===== src/hw/rtl/ble_pkg.sv =====
// Shared types and constants of the battery level estimator.
// Request and result structs, register indexes, level codes, discharge curve.
// No dependencies.
`default_nettype none

package ble_pkg;

	localparam int MAX_BURST_DEFAULT = 16;

	// Pin voltage scaling when no calibration is present.
	localparam int NOMINAL_FULL_MV = 3100;
	localparam int RAW_FULL_CODE   = 4095;

	// Widths of the shared arithmetic unit.
	localparam int MUL_W     = 24;
	localparam int DIV_NUM_W = 22;
	localparam int DIV_DEN_W = 10;
	localparam int DIV_CNT_W = 5;

	// Division of the scaled pin voltage by 100: quarter it, then multiply by
	// ceil(2^25 / 25) and keep the bits from 25 up.
	localparam int SCALE_RECIP = 1342178;
	localparam int SCALE_SHIFT = 25;
	localparam int SCALE_W     = 41;

	localparam int CFG_INDEX_W = 2;
	localparam int CFG_DATA_W  = 10;

	localparam logic [CFG_INDEX_W-1:0] REG_CAL_PRESENT   = 2'd0;
	localparam logic [CFG_INDEX_W-1:0] REG_DIVIDER_RATIO = 2'd1;
	localparam logic [CFG_INDEX_W-1:0] REG_CRITICAL_PCT  = 2'd2;
	localparam logic [CFG_INDEX_W-1:0] REG_LOW_PCT       = 2'd3;

	localparam logic [1:0] LEVEL_OK       = 2'd0;
	localparam logic [1:0] LEVEL_LOW      = 2'd1;
	localparam logic [1:0] LEVEL_CRITICAL = 2'd2;

	localparam logic STATUS_UPDATED = 1'b0;
	localparam logic STATUS_FAILED  = 1'b1;

	localparam int CURVE_POINTS = 11;
	localparam logic [15:0] CURVE_MV [CURVE_POINTS] = '{
		16'd3300, 16'd3600, 16'd3700, 16'd3730, 16'd3770, 16'd3790,
		16'd3820, 16'd3870, 16'd3920, 16'd4000, 16'd4200
	};

	typedef struct packed {
		logic [11:0] raw_code;
		logic        read_ok;
		logic [11:0] cal_millivolts;
		logic        cal_ok;
		logic        burst_end;
	} item_t;

	typedef struct packed {
		logic        status;
		logic [11:0] pin_millivolts;
		logic [15:0] cell_millivolts;
		logic [6:0]  charge_percent;
		logic [1:0]  level;
		logic        level_changed;
	} result_t;

endpackage

`default_nettype wire


===== src/hw/rtl/battery_level_estimator_unit.sv =====
// Battery level estimator: averages a burst of ADC reads, smooths the cell voltage
// and turns it into a charge percentage and a level.
// Depends on ble_pkg.
`default_nettype none

// How the block is used:
// - Requests arrive on item / item_valid / item_stall. One request is one ADC read
//   with its ok flags; burst_end marks the last read of a burst. A request is taken
//   at a clock edge with item_valid high and item_stall low.
// - One result leaves on result / result_valid / result_stall for every request
//   with burst_end set, and none for other requests. A result is taken at an edge
//   with result_valid high and result_stall low.
// - Registers are written through cfg_write / cfg_index / cfg_data, one per cycle;
//   the user writes them only while the block is idle, which it does not enforce.
// - A read that does not close a burst goes through capture, one pass through the
//   shared multiplier, then accumulation with an exact divide by 4095.
// - A read that closes a burst with usable reads runs the shared restoring divider,
//   one quotient bit a cycle over 22 bits, for the burst average and for the curve
//   interpolation; the divider-ratio scaling uses the shared multiplier, then a
//   quarter and a reciprocal multiplication by 1/25.
// - item_stall is low only while the sequencer is idle. A finished result sits in
//   the output register; the next request is taken while it waits. If the receiver
//   still stalls when the following result is ready, the sequencer holds it.
// - Reset clears the burst accumulators, the smoother and the previous level and
//   loads the register defaults. No clearing pass is needed.

module battery_level_estimator_unit #(
	parameter int MAX_BURST = ble_pkg::MAX_BURST_DEFAULT
) (
	input  wire logic                            clk,
	input  wire logic                            arst_n,
	input  wire logic                            item_valid,
	output logic                                 item_stall,
	input  wire ble_pkg::item_t                  item,
	output logic                                 result_valid,
	input  wire logic                            result_stall,
	output ble_pkg::result_t                     result,
	input  wire logic                            cfg_write,
	input  wire logic [ble_pkg::CFG_INDEX_W-1:0] cfg_index,
	input  wire logic [ble_pkg::CFG_DATA_W-1:0]  cfg_data
);
	import ble_pkg::*;

	localparam int CW = $clog2(MAX_BURST + 1);
	localparam int SW = 12 + CW;

	// Sequencer states.
	localparam logic [3:0] S_IDLE   = 4'd0;
	localparam logic [3:0] S_MUL    = 4'd1;
	localparam logic [3:0] S_ACC    = 4'd2;
	localparam logic [3:0] S_DIV    = 4'd3;
	localparam logic [3:0] S_MUL2   = 4'd4;
	localparam logic [3:0] S_SMOOTH = 4'd5;
	localparam logic [3:0] S_SEG    = 4'd6;
	localparam logic [3:0] S_PCT    = 4'd7;
	localparam logic [3:0] S_FIN    = 4'd8;
	localparam logic [3:0] S_OUT    = 4'd9;
	localparam logic [3:0] S_SCALE  = 4'd10;

	// Configuration registers.
	logic       cal_present_q;
	logic [9:0] divider_ratio_q;
	logic [6:0] critical_pct_q;
	logic [6:0] low_pct_q;

	// Burst and smoother state.
	logic [SW-1:0] sum_q;
	logic [CW-1:0] taken_q;
	logic [CW-1:0] seen_q;
	logic          loaded_q;
	logic [15:0]   smooth_q;
	logic [1:0]    prev_level_q;

	// Sequencer and working registers.
	logic [3:0]           state_q;
	logic [3:0]           ret_q;
	item_t                item_q;
	logic [MUL_W-1:0]     prod_q;
	logic [11:0]          pin_q;
	logic [3:0]           seg_q;
	logic [6:0]           pct_q;
	result_t              res_q;
	logic                 result_valid_q;
	result_t              result_q;

	// Shared divider registers.
	logic [DIV_NUM_W-1:0] num_q;
	logic [DIV_DEN_W-1:0] den_q;
	logic [DIV_DEN_W:0]   rem_q;
	logic [DIV_CNT_W-1:0] cnt_q;

	// Shared multiplier.
	logic [11:0]      mul_a;
	logic [11:0]      mul_b;
	logic [MUL_W-1:0] mul_p;

	always_comb begin
		if (state_q == S_MUL2) begin
			mul_a = pin_q;
			mul_b = {2'b00, divider_ratio_q};
		end else begin
			mul_a = item_q.raw_code;
			mul_b = 12'(NOMINAL_FULL_MV);
		end
	end

	assign mul_p = MUL_W'(mul_a) * MUL_W'(mul_b);

	// Exact divide by 4095: the estimate x >> 12 is low by at most one, so one
	// compare of the remainder settles it.
	logic [11:0] nom_q0;
	logic [12:0] nom_rem;
	logic [11:0] nom_mv;

	assign nom_q0  = prod_q[23:12];
	assign nom_rem = {1'b0, prod_q[11:0]} + {1'b0, nom_q0};
	assign nom_mv  = (nom_rem >= 13'(RAW_FULL_CODE)) ? nom_q0 + 12'd1 : nom_q0;

	// Scaling by the divider ratio: the product pin * ratio sits in num_q and is
	// divided by 100 as a quarter followed by a reciprocal multiplication by 1/25,
	// which is exact for every product of a 12-bit pin and a 10-bit ratio.
	logic [SCALE_W-1:0] scale_prod;
	logic [15:0]        scale_mv;

	assign scale_prod = SCALE_W'(num_q[DIV_NUM_W-1:2]) * SCALE_W'(SCALE_RECIP);
	assign scale_mv   = scale_prod[SCALE_SHIFT+15:SCALE_SHIFT];

	// Accumulation of one read.
	logic          read_counts;
	logic [11:0]   read_mv;
	logic [SW-1:0] sum_next;
	logic [CW-1:0] taken_next;
	logic          seen_room;

	always_comb begin
		seen_room   = seen_q < CW'(MAX_BURST);
		read_counts = seen_room && item_q.read_ok && (!cal_present_q || item_q.cal_ok);
		read_mv     = cal_present_q ? item_q.cal_millivolts : nom_mv;
		sum_next    = sum_q;
		taken_next  = taken_q;
		if (read_counts) begin
			sum_next   = sum_q + SW'(read_mv);
			taken_next = taken_q + CW'(1);
		end
	end

	// One restoring divide step.
	logic [DIV_DEN_W:0]   div_shift;
	logic [DIV_DEN_W+1:0] div_diff;

	assign div_shift = {rem_q[DIV_DEN_W-1:0], num_q[DIV_NUM_W-1]};
	assign div_diff  = {1'b0, div_shift} - {2'b00, den_q};

	// Curve segment search over the constant break points.
	logic [3:0]           seg_k;
	logic [15:0]          seg_lo;
	logic [DIV_DEN_W-1:0] seg_span;
	logic [15:0]          seg_off;

	always_comb begin
		seg_k = 4'd10;
		for (int k = CURVE_POINTS - 1; k >= 1; k--) begin
			if (smooth_q < CURVE_MV[k]) begin
				seg_k = 4'(k);
			end
		end
		seg_lo   = CURVE_MV[seg_k - 4'd1];
		seg_span = DIV_DEN_W'(CURVE_MV[seg_k] - seg_lo);
		seg_off  = smooth_q - seg_lo;
	end

	// Level classification of the finished percentage.
	logic [1:0] level_now;

	always_comb begin
		if (pct_q <= critical_pct_q) begin
			level_now = LEVEL_CRITICAL;
		end else if (pct_q <= low_pct_q) begin
			level_now = LEVEL_LOW;
		end else begin
			level_now = LEVEL_OK;
		end
	end

	// Result words for a failed burst and for a finished reading.
	result_t res_failed;
	result_t res_done;

	always_comb begin
		res_failed                = '0;
		res_failed.status         = STATUS_FAILED;
		res_done.status           = STATUS_UPDATED;
		res_done.pin_millivolts   = pin_q;
		res_done.cell_millivolts  = smooth_q;
		res_done.charge_percent   = pct_q;
		res_done.level            = level_now;
		res_done.level_changed    = level_now != prev_level_q;
	end

	// Smoother update: a quarter of the difference, truncated toward zero.
	logic [15:0] cell_mv;
	logic [15:0] smooth_next;

	always_comb begin
		cell_mv = num_q[15:0];
		if (!loaded_q) begin
			smooth_next = cell_mv;
		end else if (cell_mv >= smooth_q) begin
			smooth_next = smooth_q + ((cell_mv - smooth_q) >> 2);
		end else begin
			smooth_next = smooth_q - ((smooth_q - cell_mv) >> 2);
		end
	end

	// Configuration writes.
	always_ff @(posedge clk or negedge arst_n) begin
		if (!arst_n) begin
			cal_present_q   <= 1'b0;
			divider_ratio_q <= 10'd200;
			critical_pct_q  <= 7'd5;
			low_pct_q       <= 7'd20;
		end else if (cfg_write) begin
			case (cfg_index)
				REG_CAL_PRESENT:   cal_present_q   <= cfg_data[0];
				REG_DIVIDER_RATIO: divider_ratio_q <= cfg_data;
				REG_CRITICAL_PCT:  critical_pct_q  <= cfg_data[6:0];
				REG_LOW_PCT:       low_pct_q       <= cfg_data[6:0];
				default: begin
				end
			endcase
		end
	end

	// Sequencer with its control state.
	always_ff @(posedge clk or negedge arst_n) begin
		if (!arst_n) begin
			state_q        <= S_IDLE;
			ret_q          <= S_IDLE;
			sum_q          <= '0;
			taken_q        <= '0;
			seen_q         <= '0;
			loaded_q       <= 1'b0;
			smooth_q       <= '0;
			prev_level_q   <= LEVEL_OK;
			cnt_q          <= '0;
			result_valid_q <= 1'b0;
		end else begin
			// The output register loads a new result when it is empty or being
			// taken on this edge; otherwise a taken result empties it.
			if (state_q == S_OUT && (!result_valid_q || !result_stall)) begin
				result_valid_q <= 1'b1;
			end else if (result_valid_q && !result_stall) begin
				result_valid_q <= 1'b0;
			end
			case (state_q)
				S_IDLE: begin
					if (item_valid) begin
						state_q <= S_MUL;
					end
				end
				S_MUL: begin
					state_q <= S_ACC;
				end
				S_ACC: begin
					if (!item_q.burst_end) begin
						if (seen_room) begin
							seen_q <= seen_q + CW'(1);
						end
						sum_q   <= sum_next;
						taken_q <= taken_next;
						state_q <= S_IDLE;
					end else begin
						// The burst closes here whatever its outcome.
						sum_q   <= '0;
						taken_q <= '0;
						seen_q  <= '0;
						if (taken_next == '0) begin
							state_q <= S_OUT;
						end else begin
							cnt_q   <= DIV_CNT_W'(DIV_NUM_W);
							ret_q   <= S_MUL2;
							state_q <= S_DIV;
						end
					end
				end
				S_DIV: begin
					cnt_q <= cnt_q - DIV_CNT_W'(1);
					if (cnt_q == DIV_CNT_W'(1)) begin
						state_q <= ret_q;
					end
				end
				S_MUL2: begin
					state_q <= S_SCALE;
				end
				S_SCALE: begin
					state_q <= S_SMOOTH;
				end
				S_SMOOTH: begin
					smooth_q <= smooth_next;
					loaded_q <= 1'b1;
					state_q  <= S_SEG;
				end
				S_SEG: begin
					if (smooth_q <= CURVE_MV[0] || smooth_q >= CURVE_MV[CURVE_POINTS-1]) begin
						state_q <= S_FIN;
					end else begin
						cnt_q   <= DIV_CNT_W'(DIV_NUM_W);
						ret_q   <= S_PCT;
						state_q <= S_DIV;
					end
				end
				S_PCT: begin
					state_q <= S_FIN;
				end
				S_FIN: begin
					prev_level_q <= level_now;
					state_q      <= S_OUT;
				end
				S_OUT: begin
					if (!result_valid_q || !result_stall) begin
						state_q <= S_IDLE;
					end
				end
				default: begin
					state_q <= S_IDLE;
				end
			endcase
		end
	end

	// Payload registers.
	always_ff @(posedge clk) begin
		case (state_q)
			S_IDLE: begin
				if (item_valid) begin
					item_q <= item;
				end
			end
			S_MUL: begin
				prod_q <= mul_p;
			end
			S_ACC: begin
				num_q <= DIV_NUM_W'(sum_next);
				den_q <= DIV_DEN_W'(taken_next);
				rem_q <= '0;
				res_q <= res_failed;
			end
			S_DIV: begin
				if (!div_diff[DIV_DEN_W+1]) begin
					rem_q <= div_diff[DIV_DEN_W:0];
					num_q <= {num_q[DIV_NUM_W-2:0], 1'b1};
				end else begin
					rem_q <= div_shift;
					num_q <= {num_q[DIV_NUM_W-2:0], 1'b0};
				end
			end
			S_MUL2: begin
				// The burst average is in the divider's quotient.
				num_q <= mul_p[DIV_NUM_W-1:0];
			end
			S_SCALE: begin
				num_q <= DIV_NUM_W'(scale_mv);
			end
			S_SMOOTH: begin
				pin_q <= pin_q;
			end
			S_SEG: begin
				seg_q <= seg_k - 4'd1;
				num_q <= DIV_NUM_W'({seg_off, 3'b000}) + DIV_NUM_W'({seg_off, 1'b0});
				den_q <= seg_span;
				rem_q <= '0;
				if (smooth_q <= CURVE_MV[0]) begin
					pct_q <= 7'd0;
				end else begin
					pct_q <= 7'd100;
				end
			end
			S_PCT: begin
				pct_q <= 7'({seg_q, 3'b000}) + 7'({seg_q, 1'b0}) + 7'(num_q[3:0]);
			end
			S_FIN: begin
				res_q <= res_done;
			end
			S_OUT: begin
				if (!result_valid_q || !result_stall) begin
					result_q <= res_q;
				end
			end
			default: begin
			end
		endcase
		// Capture the burst average when the first divide finishes.
		if (state_q == S_DIV && cnt_q == DIV_CNT_W'(1) && ret_q == S_MUL2) begin
			pin_q <= !div_diff[DIV_DEN_W+1] ? {num_q[10:0], 1'b1} : {num_q[10:0], 1'b0};
		end
	end

	assign item_stall   = state_q != S_IDLE;
	assign result_valid = result_valid_q;
	assign result       = result_q;

endmodule

`default_nettype wire


===== config.mk =====
export PLATFORM = sky130hd
export DESIGN_NAME = battery_level_estimator_unit
export DESIGN_NICKNAME = d
export VERILOG_FILES = /design/src/hw/rtl/ble_pkg.sv /design/src/hw/rtl/battery_level_estimator_unit.sv
export SDC_FILE = /design/constraint.sdc
export NUM_CORES = 1
export LEC_CHECK = 0
export BUFFER_PORTS_ARGS = -buffer_cell sky130_fd_sc_hd__buf_2
export CAP_MARGIN = 10
export CORE_UTILIZATION = 35
export DETAILED_ROUTE_END_ITERATION = 7
export HOLD_SLACK_MARGIN = 0.02
export PLACE_DENSITY = 0.57
export SLEW_MARGIN = 20
export SYNTH_ARGS = -nofsm -noshare
export SYNTH_HDL_FRONTEND = slang
export SYNTH_SLANG_ARGS = --single-unit

===== constraint.sdc =====
create_clock -name clk -period 8.4 [get_ports clk]
set_input_delay 0.42 -clock clk [delete_from_list [all_inputs] [get_ports clk]]
set_output_delay 0.42 -clock clk [all_outputs]
set_load 0.005 [all_outputs]

==> After elaboration in Yosys (flattened, before gate mapping) <==
Memory sizes are Yosys's and may differ from the RTL's.
Cells that the tools add are included.
{ "word_totals": {"memories": 2, "out_inout_bits": 41, "regBits": 279, "elab_cells": 189, "mem_bits_ro": 512} }
{ "classes": {"reduce_logical": 35, "bitwise": 2, "addsub": 17, "muxes": 53, "eq_ne": 22, "n_lt_le_gt_ge": 18, "mul": 2} }
{ "mem_list": {"columns": ["memory", "words", "width", "read_ports", "rd_ports_with_merged_regs", "wr", "line", "source"], "rows": [
  ["(no name shown)", 16, 16, 1, 0, 0, "battery_level_estimator_unit.sv:168", "seg_span = DIV_DEN_W'(CURVE_MV[seg_k] - seg_lo);"],
  ["(no name shown)", 16, 16, 1, 0, 0, "battery_level_estimator_unit.sv:167", "seg_lo = CURVE_MV[seg_k - 4'd1];"]
]} }
{ "ops": {"columns": ["operator", "n"], "rows": [
  ["$lt A16 B12 Y1 const B", 9],
  ["$pmux W22 S5", 1],
  ["$pmux W39 S2", 1],
  ["$mux W4", 17],
  ["$mux W16", 4],
  ["$mux W12", 4],
  ["$sub A16 B16 Y16", 3],
  ["$pmux W4 S11", 1],
  ["$mul A20 B20 Y40 const B", 1],
  ["$pmux W10 S2", 2],
  ["$mux W5", 7],
  ["$mux W17", 2],
  ["$mux W10", 3],
  ["$mul A12 B12 Y24", 1],
  ["$add A19 B17 Y20", 1],
  ["$eq A4 B3 Y1 const B", 5],
  ["$add A17 B12 Y17", 1],
  ["$add A16 B14 Y16", 1],
  ["$ge A16 B13 Y1 const B", 1],
  ["$ge A16 B16 Y1", 1],
  ["$le A16 B12 Y1 const B", 1],
  ["$sub A16 B14 Y16", 1],
  ["$pmux W5 S3", 1],
  ["$le A7 B7 Y1", 2],
  ["41 further kinds", 78]
]} }

==> Longest topological paths before layout <==
{ "logic_depth": {"depth_word": 18, "mapped_depth": 34, "ltp_nobuf": 32} }

==> Worst setup path before layout <==
No wires, ideal clock.
{ "synth_path": {"kind": "reg2reg", "from": "register state_q[2]", "to": "register prod_q[23] (data pin)", "arrival_time_ns": 6.576, "setup_ns": 0.260, "path_buffers": 3, "period_less_slack_ns": 6.835, "setup_slack_ns": 1.565, "path_stages_with_launch": 26, "path_cell_list": "dfrtp_1 clkbuf_1 nand2b_1 nor3_1 clkbuf_1 and2_1 clkbuf_1 nand2_1 fa_1 inv_1 fa_1 inv_1 fa_1 inv_1 fa_1 fa_1 ha_1 o21a_1 a2111oi_0 o41a_1 nor2b_1 a221oi_2 o21ai_1 a21o_1 a21oi_1 xnor2_1"} }
{ "synth_between": {"elab_chain_cells": 3, "elab_cells_between_ends": 4, "classes_between": "mul (1); eq/ne (1); mux (2)"} }
{ "synth_lines": {"columns": ["item", "line", "source"], "rows": [
  ["from (decl)", "battery_level_estimator_unit.sv:75", "logic [3:0] state_q;"],
  ["from (signal assigned)", "battery_level_estimator_unit.sv:289", "state_q <= ret_q;"],
  ["$eq A4 B3 Y1 *", "battery_level_estimator_unit.sv:98", "if (state_q == S_MUL2) begin"],
  ["$mux W12", "battery_level_estimator_unit.sv:98", null],
  ["$mul A12 B12 Y24 *", "battery_level_estimator_unit.sv:107", "assign mul_p = MUL_W'(mul_a) * MUL_W'(mul_b);"],
  ["net mul_p[23]", "battery_level_estimator_unit.sv:95", "logic [MUL_W-1:0] mul_p;"],
  ["to (signal assigned)", "battery_level_estimator_unit.sv:340", "prod_q <= mul_p;"],
  ["to (decl)", "battery_level_estimator_unit.sv:78", "logic [MUL_W-1:0] prod_q;"]
]} }
Mark *: on every way through the listed nets, which the timed path passes. The rest lies on a longest branch.
A chain may end at the register's enable or synchronous reset.

==> Final worst setup path <==
{ "layout_path": {"from": "register state_q[3]", "to": "register prod_q[23] (data pin)"} }
Same word-level chain as after synthesis.

==> results.env <==
RUN_STATUS='finished, final reports clean'
MAPPEDNETLISTNETS=3615
ANTENNA_FOUND_INITIAL=1
PLACE.PORT_BUFFERS=84
CRITICAL_PATH.SLOWEST_CELL='sky130_fd_sc_hd__a2111oi_0'
GRT_START_MAX_NET_PINS=97
GRT_USE_MET3_PCT=2.45
H-TREE-DEPTH=2
ROUTED_VIAS=21400
FIRST_GLOBAL_VIAS=21800
MOST_FREQUENT_CELL_ON_CRITICAL_PATH='sky130_fd_sc_hd__fa_1'
ROUTEDWLPERCELL_UM=20.0
IOS=85
CRITICAL_PATH_BUF_INV_COUNT=3
SYNTH.CELL_AREA_MM2=0.0292
PLACEMENT_ROWS=105
SEQUENTIAL_ELEMENT_SHARE_OF_THE_SYNTHESIZED_AREA_PCT=27.1
SYNTH-WARNING-COUNT=0
SYNTHESIS.AREA_PER_INSTANCE_UM2=10.1
ANTENNADIODECOUNT=0
SYNTH.FF_LATCH_COUNT=277
ROUTED_VIA_DENSITY=5.29
CRIT_FANOUT=96
ASYNC_RESET_FF_SHARE_PCT=30.0
MAX_CLOCK_FREQ_GHz=0.132
WORST_HOLD_PATH_TYPE='input pin to flop'
PERIOD_MINUS_SLACK_NS=7.60
SLEW_HEADROOM_PCT=31.3
PLACE.DETAILED.HPWL_UM=64400
CLK-INSERTION-DELAY-LATE_NS=0.56
CP_SLOWEST_STAGE_DELAY_NS=0.60
YS_TOP_CELLS_BY_AREA='sky130_fd_sc_hd__edfxtp_1 20%, sky130_fd_sc_hd__ha_1 19%, sky130_fd_sc_hd__fa_1 17%'
TIGHTESTPINTRANSITION_NS=1.03
DRC_ERRORS=0
TIMING.CRITICAL_PATH.ARRIVAL_NS=7.90
GLOBALROUTEOVERFLOWTOTAL=0
CP_CELL_SEQUENCE='nand2b_1 -> nor3_2 -> buf_12 -> and2_1 -> a21o_1 -> fa_1 -> fa_1 -> ha_1 -> fa_1 -> inv_1 -> fa_1 -> inv_1 -> ha_1 -> o21a_1 -> o21a_1 -> a2111oi_0 -> o41a_1 -> nor2b_1 -> a221oi_2 -> o21ai_1 -> a21o_1 -> a21oi_1 -> xnor2_1'
POSTSYNTH.TOPFLOPCELL='sky130_fd_sc_hd__edfxtp_1'
DRT-INITIAL-DRC-COUNT=1495
DRT_WL_TOTAL_UM=81100
TIMING.CLOCK.SKEW_NS=0.0249
CTS_RESIZED=0
SYNTH_ENABLE_FLOP_CELLS=194
TYPE_OF_DESTINATION_OF_THE_CRITICAL_PATH='flop'
DR_PASS1_ITERATIONS=7
GP_CONGESTION=0.900
LAYOUT.CELLS.MOST_COMMON_LIST='435 x sky130_fd_sc_hd__ha_1, 338 x sky130_fd_sc_hd__inv_1, 252 x sky130_fd_sc_hd__fa_1'
YOSYSTOPAREACELLSHARE_PCT=20.0
GRT_PASS1_WL_UM=127000
GLOBALROUTE.BUSIESTLAYER='met2'
GRT_SETUP_UNREPAIRED='false'
TRITONCTS.NUM_BUFFERS=34
CLOCK-ROOT-BUFFER='sky130_fd_sc_hd__clkbuf_16'
DIE_HEIGHT_UM=291
MET1_LAYER_USAGE_REPORTED_BY_GLOBAL_ROUTE_PCT=25.9
GROUTE.USAGE.OVERALL_PCT=19.4
AREA_OF_THE_PLACEABLE_CORE_MM2=0.0822
SETUP.WORST_PATH.CLASS='flop to flop'
DESIGN.DIE.AREA_MM2=0.0845
HOLD_VIOL_FINAL=0
TIMING.FINAL.SETUP_VIOLATIONS=0
NETLIST.TOP_CELL.BY_AREA='sky130_fd_sc_hd__edfxtp_1'
PATH_CLK_SLEW_NS=0.06
DIE_SPAN_IN_X_UM=291
SETUP.WORST_PATH.START_CLASS='flop'
MAX-CLOCK-PATH-BUFFERS=3
SHARE_OF_POST_ROUTE_CELLS_WITH_DRIVE_STRENGTH_ABOVE_1_PCT=8.50
CRITPATHTOPFAMILY='adder cells'
MOSTFREQUENTLAYOUTCELL='sky130_fd_sc_hd__ha_1'
YOSYS.CELL_TYPES.COUNT=83
FINAL-MAX-SLEW-VIOLATION-COUNT=0
FIN_NETS=3682
WORSTPATHREQUIRED_NS=8.69
POST_CTS_BUFFERS=0
SYN_TO_FINAL_GROWTH_PCT=10.3
MAX-CAP-VIOLATIONS=0
CLOCK_SINKS=277
START_UTIL_PCT=35.5
SETUP_TOTAL_NEGATIVE_SLACK_NS=0
MIN_PERIOD_OVER_PERIOD_PCT=90.5
TRITONCTS='done'
POSTROUTEANTENNANETS=0
SYNTHESIS.INSTANCES=2884
GR_LAYER_USAGE_MET2_PCT=33.1
-- path summary, 6_finish.rpt --
kind | startpoint | endpoint | slack [ns] | depth (start not counted)
max in group asynchronous | arst_n | smooth_q[10]$_DFFE_PN0P_ | 6.86 | 3
worst min-delay path | item[12] | item_q[12]$_DFFE_PP_ | 0.05 | 1
worst max-delay path | state_q[3]$_DFFE_PN0P_ | prod_q[23]$_DFFE_PN_ | 0.80 | 23
worst max register to register | state_q[3]$_DFFE_PN0P_ | prod_q[23]$_DFFE_PN_ | 0.80 | 23
worst min register to register | res_q[15]$_SDFFCE_PN0P_ | result[15]$_DFFE_PP_ | 0.41 | 0
min in group asynchronous | arst_n | divider_ratio_q[9]$_DFFE_PN0P_ | 0.36 | 2
-- kinds of logic after synthesis --
family | count (synthesis) | synth area share (%)
fa+ha+maj | 687 | 36.0
simple gates | 669 | 11.3
compound gates | 613 | 13.6
buf+inv | 440 | 5.73
flops | 277 | 27.1
xor+xnor | 154 | 4.65
mux | 44 | 1.64
-- layer usage --
metal | wire (um) | part of all wire, %
met3 | 4060 | 5.0
met1 | 35900 | 44
met4 | 2000 | 2.5
met5 | 13 | 0.016
met2 | 39100 | 48
-- cells in the mapped netlist, types with 13 or more instances --
cell / n
sky130_fd_sc_hd__a211oi_1: 18
sky130_fd_sc_hd__a21o_1: 77
sky130_fd_sc_hd__a21oi_1: 176
sky130_fd_sc_hd__a22o_1: 14
sky130_fd_sc_hd__a31oi_1: 16
sky130_fd_sc_hd__and2_1: 20
sky130_fd_sc_hd__and3_1: 82
sky130_fd_sc_hd__clkbuf_1: 89
sky130_fd_sc_hd__dfrtp_1: 76
sky130_fd_sc_hd__edfxtp_1: 194
sky130_fd_sc_hd__fa_1: 252
sky130_fd_sc_hd__ha_1: 435
sky130_fd_sc_hd__inv_1: 338
sky130_fd_sc_hd__mux2_2: 30
sky130_fd_sc_hd__mux2i_1: 14
sky130_fd_sc_hd__nand2_1: 189
sky130_fd_sc_hd__nand2b_1: 24
sky130_fd_sc_hd__nand3_1: 56
sky130_fd_sc_hd__nand4_1: 16
sky130_fd_sc_hd__nor2_1: 138
sky130_fd_sc_hd__nor2b_1: 40
sky130_fd_sc_hd__nor3_1: 46
sky130_fd_sc_hd__nor4_1: 13
sky130_fd_sc_hd__o211ai_1: 16
sky130_fd_sc_hd__o21a_1: 18
sky130_fd_sc_hd__o21ai_0: 140
sky130_fd_sc_hd__o21bai_1: 13
sky130_fd_sc_hd__o22ai_1: 13
sky130_fd_sc_hd__o31ai_1: 21
sky130_fd_sc_hd__xnor2_1: 101
sky130_fd_sc_hd__xor2_1: 52
-- flip-flops by register name, summed over array words and instances (netlist names), 12 cells and up --
register / count
item_q: 27
res_q: 39
prod_q: 24
result: 39
smooth_q: 16
sum_q: 17
pin_q: 12
num_q: 22
-- per-stage QoR --
step | area (um^2) | setup slack, ns | util (%) | instances | hold slack, ns
global route | 32200 | 0.285 | 39.1 | 4047 | 0.0248
detailed placement | 30900 | 0.922 | 37.6 | 3978 | 0.403
floorplan | 29200 | 1.56 | - | 2884 | 0.124
global placement | 30900 | 1.01 | 37.6 | 3978 | 0.397
CTS | 32200 | 0.833 | 39.1 | 4047 | 0.0201
finish | 32200 | 0.797 | 39.1 | 4047 | 0.0500
-- repair_timing --
item                                    CTS  global route
endpoints found under the hold margin    27             0
endpoints found under the setup margin    0             0
hold buffers                              7             0
-- cell type report --
type	instances	area (um^2)
Timing Repair Buffer	130	798
Multi-Input combinational cell	2167	19600
Sequential cell	277	7910
Clock inverter	21	285
Fill cell	8089	50100
Tap cell	1070	1340
Inverter	341	1280
Clock buffer	41	917
Power is left out: the tool's default activity adds up to more than one toggle a clock period on the data nets, which glitch-free logic cannot reach.
